==> config.mk <==
export PLATFORM = sky130hd
export DESIGN_NAME = clipped_line_rasterizer_unit
export DESIGN_NICKNAME = d
export VERILOG_FILES = /design/src/design/clr_pkg.sv /design/src/design/clipped_line_rasterizer_unit.sv
export SDC_FILE = /design/constraint.sdc
export NUM_CORES = 1
export LEC_CHECK = 0
export BUFFER_PORTS_ARGS = -buffer_cell sky130_fd_sc_hd__buf_4
export CORE_UTILIZATION = 55
export DETAILED_ROUTE_END_ITERATION = 10
export PLACE_DENSITY = 0.74
export RECOVER_POWER = 25
export SLEW_MARGIN = 40
export SYNTH_ARGS = -nofsm -noshare
export SYNTH_HDL_FRONTEND = slang
export SYNTH_SLANG_ARGS = --single-unit
==> constraint.sdc <==
create_clock -name i_clk -period 6.5 [get_ports i_clk]
set_input_delay 0.975 -clock i_clk [delete_from_list [all_inputs] [get_ports i_clk]]
set_output_delay 0.975 -clock i_clk [all_outputs]
set_load 0.01 [all_outputs]
==> src/design/clr_pkg.sv <==
// Shared constants for the clipped line rasteriser.
// No dependencies; imported by the top level and its checker.
package clr_pkg;

    localparam int COORD_BITS = 12;
    localparam int SIDE_BITS  = 11;
    localparam int MAX_SIDE   = 1024;
    localparam int ERR_BITS   = COORD_BITS + 2;
    localparam int COLOR_BITS = 16;
    localparam int INDEX_BITS = 20;
    localparam int PROD_BITS  = 2 * SIDE_BITS;

    // Slave beat: four coordinates and the colour, padded to whole bytes
    localparam int S_FIELD_BITS = 4 * COORD_BITS + COLOR_BITS;
    localparam int S_DATA_BITS  = ((S_FIELD_BITS + 7) / 8) * 8;
    // Master beat: index and colour, padded to whole bytes
    localparam int M_FIELD_BITS = INDEX_BITS + COLOR_BITS;
    localparam int M_DATA_BITS  = ((M_FIELD_BITS + 7) / 8) * 8;

    localparam int CFG_IDX_BITS = 2;

    localparam logic [SIDE_BITS-1:0] WIDTH_RESET  = SIDE_BITS'(480);
    localparam logic [SIDE_BITS-1:0] HEIGHT_RESET = SIDE_BITS'(272);
    localparam logic [SIDE_BITS-1:0] SIDE_LIMIT   = SIDE_BITS'(MAX_SIDE);

    typedef enum logic {
        KIND_START = 1'b0,
        KIND_TICK  = 1'b1
    } t_kind;

    typedef enum logic [CFG_IDX_BITS-1:0] {
        CFG_SCREEN_WIDTH  = 2'd0,
        CFG_SCREEN_HEIGHT = 2'd1
    } t_cfg_reg;

endpackage

==> src/design/clipped_line_rasterizer_unit.sv <==
// Bresenham line stepper with screen clipping and row-major pixel addressing.
// A live tick beat gives its pixel beat on the master side in the next cycle.
// One beat per cycle unless the master side stalls; a start beat gives none.
// The pixel address multiply sits between the line state and the output
// register; the error update feeds the line state. Reset (synchronous, active
// low) idles the line and restores the screen size to 480 x 272.
module clipped_line_rasterizer_unit (
    input  logic                           i_clk,
    input  logic                           i_rst_n,
    // slave side
    input  logic                           i_s_tvalid,
    output logic                           o_s_tready,
    // x_start, y_start, x_finish, y_finish, pen_color, zero pad
    input  logic [clr_pkg::S_DATA_BITS-1:0] i_s_tdata,
    // kind
    input  logic                           i_s_tuser,
    // master side
    output logic                           o_m_tvalid,
    input  logic                           i_m_tready,
    // pixel_index, pixel_color, zero pad
    output logic [clr_pkg::M_DATA_BITS-1:0] o_m_tdata,
    // write_enable
    output logic                           o_m_tuser,
    output logic                           o_m_tlast,
    // configuration writes
    input  logic                           i_cfg_valid,
    output logic                           o_cfg_ready,
    input  logic [clr_pkg::CFG_IDX_BITS-1:0] i_cfg_index,
    input  logic [clr_pkg::SIDE_BITS-1:0]  i_cfg_data
);
    import clr_pkg::*;

    logic [SIDE_BITS-1:0]         r_width, r_height;
    logic                         r_active;
    logic signed [COORD_BITS-1:0] r_cur_x, r_cur_y, r_tgt_x, r_tgt_y;
    logic [COORD_BITS-1:0]        r_span_x;
    logic signed [COORD_BITS:0]   r_neg_span_y;
    logic                         r_step_x_neg, r_step_y_neg;
    logic signed [ERR_BITS-1:0]   r_err;
    logic [COLOR_BITS-1:0]        r_color;

    logic                         r_m_valid;
    logic [INDEX_BITS-1:0]        r_m_index;
    logic [COLOR_BITS-1:0]        r_m_color;
    logic                         r_m_we, r_m_last;

    logic                         s_beat, is_start, is_tick;
    logic signed [COORD_BITS-1:0] x0, y0, x1, y1;
    logic signed [COORD_BITS:0]   dx, dy;
    logic [COORD_BITS:0]          abs_dx, abs_dy;
    logic [COORD_BITS-1:0]        n_span_x;
    logic signed [COORD_BITS:0]   n_neg_span_y;
    logic signed [ERR_BITS-1:0]   n_err_init;

    logic [SIDE_BITS-1:0]         w_lim, h_lim;
    logic                         in_view, at_end;
    logic [PROD_BITS-1:0]         prod, idx_sum;
    logic signed [ERR_BITS:0]     e2;
    logic                         adv_x, adv_y;
    logic signed [ERR_BITS-1:0]   n_err_step;
    logic signed [COORD_BITS-1:0] n_cur_x, n_cur_y;

    assign o_cfg_ready = 1'b1;
    assign o_s_tready  = !r_m_valid || i_m_tready;
    assign s_beat      = i_s_tvalid && o_s_tready;
    assign is_start    = s_beat && (t_kind'(i_s_tuser) == KIND_START);
    assign is_tick     = s_beat && (t_kind'(i_s_tuser) == KIND_TICK) && r_active;

    // Line set-up from the start beat
    assign x0 = i_s_tdata[0*COORD_BITS +: COORD_BITS];
    assign y0 = i_s_tdata[1*COORD_BITS +: COORD_BITS];
    assign x1 = i_s_tdata[2*COORD_BITS +: COORD_BITS];
    assign y1 = i_s_tdata[3*COORD_BITS +: COORD_BITS];

    always_comb begin
        dx           = (COORD_BITS+1)'(x1) - (COORD_BITS+1)'(x0);
        dy           = (COORD_BITS+1)'(y1) - (COORD_BITS+1)'(y0);
        abs_dx       = dx[COORD_BITS] ? (COORD_BITS+1)'(-dx) : (COORD_BITS+1)'(dx);
        abs_dy       = dy[COORD_BITS] ? (COORD_BITS+1)'(-dy) : (COORD_BITS+1)'(dy);
        n_span_x     = abs_dx[COORD_BITS-1:0];
        n_neg_span_y = -$signed(abs_dy);
        n_err_init   = $signed({{(ERR_BITS-COORD_BITS){1'b0}}, n_span_x})
                     + ERR_BITS'(n_neg_span_y);
    end

    // Pixel record and one Bresenham step from the current point
    always_comb begin
        w_lim   = (r_width  > SIDE_LIMIT) ? SIDE_LIMIT : r_width;
        h_lim   = (r_height > SIDE_LIMIT) ? SIDE_LIMIT : r_height;
        in_view = !r_cur_x[COORD_BITS-1] && !r_cur_y[COORD_BITS-1]
                && ($unsigned(r_cur_x) < COORD_BITS'(w_lim))
                && ($unsigned(r_cur_y) < COORD_BITS'(h_lim));
        at_end  = (r_cur_x == r_tgt_x) && (r_cur_y == r_tgt_y);
        // row below the saturated height fits SIDE_BITS when on screen
        prod    = PROD_BITS'(r_cur_y[SIDE_BITS-1:0]) * PROD_BITS'(w_lim);
        idx_sum = prod + PROD_BITS'($unsigned(r_cur_x));

        e2      = {r_err, 1'b0};
        adv_x   = e2 >= (ERR_BITS+1)'(r_neg_span_y);
        adv_y   = e2 <= $signed({{(ERR_BITS+1-COORD_BITS){1'b0}}, r_span_x});
        n_err_step = r_err
                   + (adv_x ? ERR_BITS'(r_neg_span_y) : '0)
                   + (adv_y ? $signed({{(ERR_BITS-COORD_BITS){1'b0}}, r_span_x}) : '0);
        n_cur_x = adv_x ? (r_step_x_neg ? r_cur_x - 1'b1 : r_cur_x + 1'b1) : r_cur_x;
        n_cur_y = adv_y ? (r_step_y_neg ? r_cur_y - 1'b1 : r_cur_y + 1'b1) : r_cur_y;
    end

    always_ff @(posedge i_clk) begin
        if (!i_rst_n) begin
            r_width   <= WIDTH_RESET;
            r_height  <= HEIGHT_RESET;
            r_active  <= 1'b0;
            r_m_valid <= 1'b0;
        end else begin
            if (i_cfg_valid) begin
                unique case (i_cfg_index)
                    CFG_SCREEN_WIDTH:  r_width  <= i_cfg_data;
                    CFG_SCREEN_HEIGHT: r_height <= i_cfg_data;
                    default: ;
                endcase
            end

            if (is_start) begin
                r_active     <= 1'b1;
                r_cur_x      <= x0;
                r_cur_y      <= y0;
                r_tgt_x      <= x1;
                r_tgt_y      <= y1;
                r_span_x     <= n_span_x;
                r_neg_span_y <= n_neg_span_y;
                r_step_x_neg <= !(x0 < x1);
                r_step_y_neg <= !(y0 < y1);
                r_err        <= n_err_init;
                r_color      <= i_s_tdata[4*COORD_BITS +: COLOR_BITS];
            end else if (is_tick) begin
                if (at_end) begin
                    r_active <= 1'b0;
                end else begin
                    r_cur_x <= n_cur_x;
                    r_cur_y <= n_cur_y;
                    r_err   <= n_err_step;
                end
            end

            // load a pixel beat on a live tick, drop the old one once taken
            if (is_tick) begin
                r_m_valid <= 1'b1;
                r_m_index <= in_view ? idx_sum[INDEX_BITS-1:0] : '0;
                r_m_color <= r_color;
                r_m_we    <= in_view;
                r_m_last  <= at_end;
            end else if (i_m_tready) begin
                r_m_valid <= 1'b0;
            end
        end
    end

    assign o_m_tvalid = r_m_valid;
    assign o_m_tdata  = {{(M_DATA_BITS-M_FIELD_BITS){1'b0}}, r_m_color, r_m_index};
    assign o_m_tuser  = r_m_we;
    assign o_m_tlast  = r_m_last;

endmodule

# Word level (Yosys, flattened, before mapping)
# Cells that the tools add are included.
op_classes:
  add_sub_neg: 13
  mul: 1
  magnitude_cmp: 8
  eq_ne: 4
  n_mux: 24
  bitwise: 1
  reduce_logical: 28
op_table:
  columns: ["cell", "count"]
  rows:
  - ["$mux 12", 12]
  - ["$mux 14", 4]
  - ["$neg 13->13", 2]
  - ["$sub 12x12->13", 2]
  - ["$add 12x1->12 const B", 2]
  - ["$eq 12x12->1", 2]
  - ["$lt 12x11->1", 2]
  - ["$lt 12x12->1", 2]
  - ["$sub 12x1->12 const B", 2]
  - ["$gt 11x11->1 const B", 2]
  - ["$mux 11", 2]
  - ["$add 20x12->20", 1]
  - ["$mul 11x11->20", 1]
  - ["$ge 15x13->1", 1]
  - ["$le 15x13->1", 1]
  - ["$add 13x13->14", 1]
  - ["$add 14x12->14", 1]
  - ["$add 14x14->14", 1]
  - ["$mux 13", 1]
  - ["$neg 12->12", 1]
  - ["$reduce_and 2->1", 5]
  - ["$reduce_bool 2->1", 5]
  - ["$logic_and 1x1->1", 8]
  - ["$reduce_and 4->1", 2]
  - ["8 further kinds", 16]
word_totals:
  register_bits: 167
  inputBits: 83
  output_inout_bits: 45
  word_cells: 97

# Longest topological paths before layout
depth:
  depth_word: 7
  mapped_depth: 29
  ltp_nobuf: 29

# Worst setup path after synthesis
# No wires, ideal clock.
synth_timing:
  path_kind: "input to register"
  from: "input i_m_tready"
  to: "register r_cur_y[0], enable pin"
  setup_ns: 0.380
  arrival_ns: 5.754
  t_required_ns: 6.120
  setup_slack_ns: 0.366
  cell_stages: 8
  n_path_buf: 1
  path_cell_list: "nand2b_1 -> nand2_1 -> or2_2 -> clkbuf_1 -> nor2_1 -> a21o_1 -> o21ai_0 -> nor2_1"
synth_via:
  elab_chain_len: 6
  word_cells_on_any_way: 9
  cone_classes: "eq/ne (1); reduce/logical (8)"
synth_lines:
  columns: ["item", "line_no", "source"]
  rows:
  - ["start, declared", "clipped_line_rasterizer_unit.sv:19", "input logic i_m_tready,"]
  - ["$logic_or 1x1->1 *", "clipped_line_rasterizer_unit.sv:64", "assign o_s_tready = !r_m_valid || i_m_tready;"]
  - ["$logic_and 1x1->1 *", "clipped_line_rasterizer_unit.sv:65", "assign s_beat = i_s_tvalid && o_s_tready;"]
  - ["$logic_and 1x1->1 (2 in a row)", "clipped_line_rasterizer_unit.sv:67", "assign is_tick = s_beat && (t_kind'(i_s_tuser) == KIND_TICK) && r_active;"]
  - ["$reduce_bool 2->1 (no line)", null, null]
  - ["$reduce_and 4->1 (no line) *", null, null]
  - ["end signal, assigned", "clipped_line_rasterizer_unit.sv:126", "r_cur_y <= y0;"]
  - ["end signal, assigned", "clipped_line_rasterizer_unit.sv:140", "r_cur_y <= n_cur_y;"]
  - ["end, declared", "clipped_line_rasterizer_unit.sv:35", "logic signed [COORD_BITS-1:0] r_cur_x, r_cur_y, r_tgt_x, r_tgt_y;"]
# Mark *: on every way between the ends. The rest lies on a longest branch, timed or not.
# A chain may end at the register's enable or synchronous reset.

# Worst setup path after layout
layout_timing:
  from: "register r_width[10]"
  to: "register r_m_index[18], data pin"
layout_via:
  elab_chain_len: 5
  word_cells_on_any_way: 7
  cone_classes: "add/sub (1); mul (1); order compare (2); mux (1); reduce/logical (2)"
layout_lines:
  columns: ["item", "line_no", "source"]
  rows:
  - ["start, declared", "clipped_line_rasterizer_unit.sv:33", "logic [SIDE_BITS-1:0] r_width, r_height;"]
  - ["start signal, assigned", "clipped_line_rasterizer_unit.sv:117", "CFG_SCREEN_WIDTH: r_width <= i_cfg_data;"]
  - ["$gt 11x11->1", "clipped_line_rasterizer_unit.sv:88", "w_lim = (r_width > SIDE_LIMIT) ? SIDE_LIMIT : r_width;"]
  - ["$mux 11 *", "clipped_line_rasterizer_unit.sv:88", null]
  - ["parallel branches: the longest is 3 deep, another holds $mul 11x11->20", null, null]
  - ["end signal, assigned", "clipped_line_rasterizer_unit.sv:148", "r_m_index <= in_view ? idx_sum[INDEX_BITS-1:0] : '0;"]
  - ["end, declared", "clipped_line_rasterizer_unit.sv:43", "logic [INDEX_BITS-1:0] r_m_index;"]
# Mark *: on every way between the ends.

==> impl_metrics.tcl <==
set metrics [dict create \
    start_kind "register" \
    clock-root-buffer "clkbuf_16" \
    crit_arrival_ns 6.34 \
    first_global_vias 11700 \
    grt_pass1_wl_um 60600 \
    yosysSeqAreaShare 0.303 \
    grt_use_total 0.269 \
    top_level_ports 128 \
    fin_ws_ns 0.340 \
    max_cap_viol_count 1 \
    drt_iter0_markers 927 \
    worst-setup-path-type "reg2reg" \
    synth_adder_area_share 0.274 \
    synthXorXnorAreaFrac 0.0743 \
    synth_compound_area_frac 0.110 \
    timing.rr.start "r_width[10]" \
    place_congestion 0.899 \
    drive_gt1_frac 0.109 \
    use_met1 0.371 \
    grt_max_degree 68 \
    ant_nets 0 \
    drc_errors 0 \
    power_leakage_nw 7.93 \
    rrSetupSlack_ns 0.34 \
    slew_headroom -0.297 \
    syn_to_final_growth_pct 12.4 \
    yosysUniqueCellTypes 89 \
    r2r_cells 19 \
    hold_start "r_color[9]" \
    worst_pin_slew_ns 1.94 \
    coreArea_mm2 0.0280 \
    io_buffers 122 \
    routed_wl_um 38200 \
    clock_path_buffers 2 \
    avgSynthCellArea_um2 9.48 \
    whs_ns 0.422 \
    min_to "r_m_color[9]" \
    final_cell_mix "inv_1, nand2_1, ha_1" \
    place_area_mm2 0.0172 \
    setup_viol 0 \
    syn_inst 1662 \
    fmax_ghz 0.162 \
    whs_path_depth 0 \
    n_fill_cell 2378 \
    antenna_found_initial 3 \
    rows 61 \
    synth_top_area_cell "edfxtp_1" \
    dp_slack_ns 0.175 \
    yosys-top-cells-area "edfxtp_1, fa_1, ha_1" \
    wl_per_cell_um 17.6 \
    path_max_fanout 21 \
    synth_top_family_by_area "adder cells" \
    power_density_mw_per_mm2 281 \
    grt.met2_usage 0.434 \
    tns_ns 0 \
    vdd_drop_max_v 0.000198 \
    final_common_cell "inv_1" \
    dp.cells 2142 \
    synthSimpleGateAreaFrac 0.161 \
    die_w_um 171 \
    cts_tree "yes" \
    synth_top_area_share 0.273 \
    period_minus_slack_ns 6.16 \
    h-tree-depth 4 \
    failed_checks "max-capacitance violations, max-slew violations" \
    slew_violations 38 \
    grt_util_met3 0.0481 \
    clock_latency_ns 0.45 \
    outcome "finished with violations" \
    fin_util 0.632 \
    finalHoldViolations 0 \
    via_count 12100 \
    layoutNonFillerInstCount 2176 \
    r2r_end "r_m_index[18]" \
    cts_hold_buf 0 \
    crit_path_end_kind "register" \
    grt_busiest_layer "met2" \
    start_util 0.562 \
    synth_warnings 0 \
    viasPerCell 5.58 \
    nNetsFinal 2146 \
    cts_buffers 17 \
    synth_edf_count 143 \
    die_area_mm2 0.0293 \
    synthMuxAreaShare 0.00461 \
    skew_ns 0.0133 \
    finalCritPeriodShare 0.948 \
    ys_ff_latch 167 \
    cts_resized 0 \
    syn-cell-area_mm2 0.0157 \
    overflow 0 \
    required_ns 6.68 \
    fin_area_mm2 0.0177 \
    path_clk_slew_ns 0.08 \
    cts_sinks 167 \
    total_power_mw 4.97 \
    firstDrtPassIters 6 \
    rsz0062_at_grt "no" \
    async_flop_share 0 \
    min_path_type "reg2reg" \
    die_h_um 171 \
    hpwlAfterDp_um 30100 \
    synthFlopType "edfxtp_1" \
    post-cts-setup-buffer-count 0 \
]
-- critical path, stage by stage, from the launching register on --
cell and delay, ns:
dfxtp_1 0.53, nor2b_1 0.70, nand2_1 0.15, fa_1 0.50, inv_1 0.05, fa_1 0.46
fa_1 0.54, fa_1 0.54, inv_1 0.05, fa_1 0.52, inv_1 0.04, ha_1 0.35
and2_1 0.20, a31oi_1 0.15, o21ai_0 0.14, o41ai_1 0.43, o21a_1 0.22, o21ai_0 0.11
xnor2_1 0.14, nor2_1 0.05
-- how the worst max path moves through the flow --
stage,start,to,slack (ns)
6_report,r_width[10],r_m_index[18],0.34
3_5_place_dp,i_s_tdata[24],r_err[12],0.17
5_1_grt,r_err[0],r_err[13],0.05
3_3_place_gp,i_s_tdata[24],r_err[12],0.30
2_1_floorplan,i_m_tready,r_cur_y[0],0.37
4_1_cts,r_width[10],r_m_index[18],0.30
-- routing by layer --
metal,vias up,part of all wire
met5,-,0.00044
met4,2,0.019
met3,50,0.074
met2,432,0.46
met1,5883,0.44
li1,5772,-
-- power breakdown --
part	switching, mW	internal (mW)	total [mW]	leakage (nW)
Clock	0.559	0.538	1.10	0.306
Sequential	0.0526	1.27	1.32	1.53
Combinational	1.45	1.11	2.56	6.09
Total	2.06	2.91	4.97	7.93
-- cell usage after synthesis (all sizes together) (3+ instances only) --
cell type  count
a41oi          3
o41ai          5
a21boi         9
nor3b          4
o21bai         7
edfxtp       143
o31ai          9
a21oi         98
or3b           3
fa           109
xor2          41
o21a          18
inv          244
nand3         24
nor2         133
a2111oi        3
nor4           8
ha           171
nand2        182
a21o          18
nand3b         6
buf            7
and3           6
nor2b         29
clkbuf        43
a31oi          9
dfxtp         24
and2          53
xnor2         81
a211o          3
nor3          29
o21ai         61
a211oi         6
nand2b        14
nand4         11
mux2           4
or3            8
-- registers in the layout, indices dropped and copies added (netlist names) --
signal        flops
r_m_index        20
r_color          16
r_m_color        16
r_err            14
r_neg_span_y     13
r_cur_x          12
r_cur_y          12
r_span_x         12
r_tgt_x          12
r_tgt_y          12
r_height         11
r_width          11
o_m_tlast         1
o_m_tuser         1
o_m_tvalid        1
r_active          1
r_step_x_neg      1
r_step_y_neg      1
-- area by class of cell --
cell class                 instances  area [um^2]  share of cell area
inverter                         246          923              0.0521
clock buffer                      17          425              0.0240
clock inverter                    15          209              0.0118
sequential                       167         4770               0.270
tap                              378          473              0.0267
timing repair buffer             149         1010              0.0572
multi-input combinational       1202         9880               0.558
antenna                            2         5.00            0.000283
-- cells by family (layout without fill, tap and decap cells) --
kind of cell               Yosys count  count (layout)
and+or+nand+nor                    520             520
buffers and inverters              296             427
adders and majority gates          280             280
AOI/OAI and AO/OA                  268             268
DFF                                167             167
xor gates and xnor gates           123             123
muxes                                6               6
other                                2               7
(Power assumes the default switching activity.)
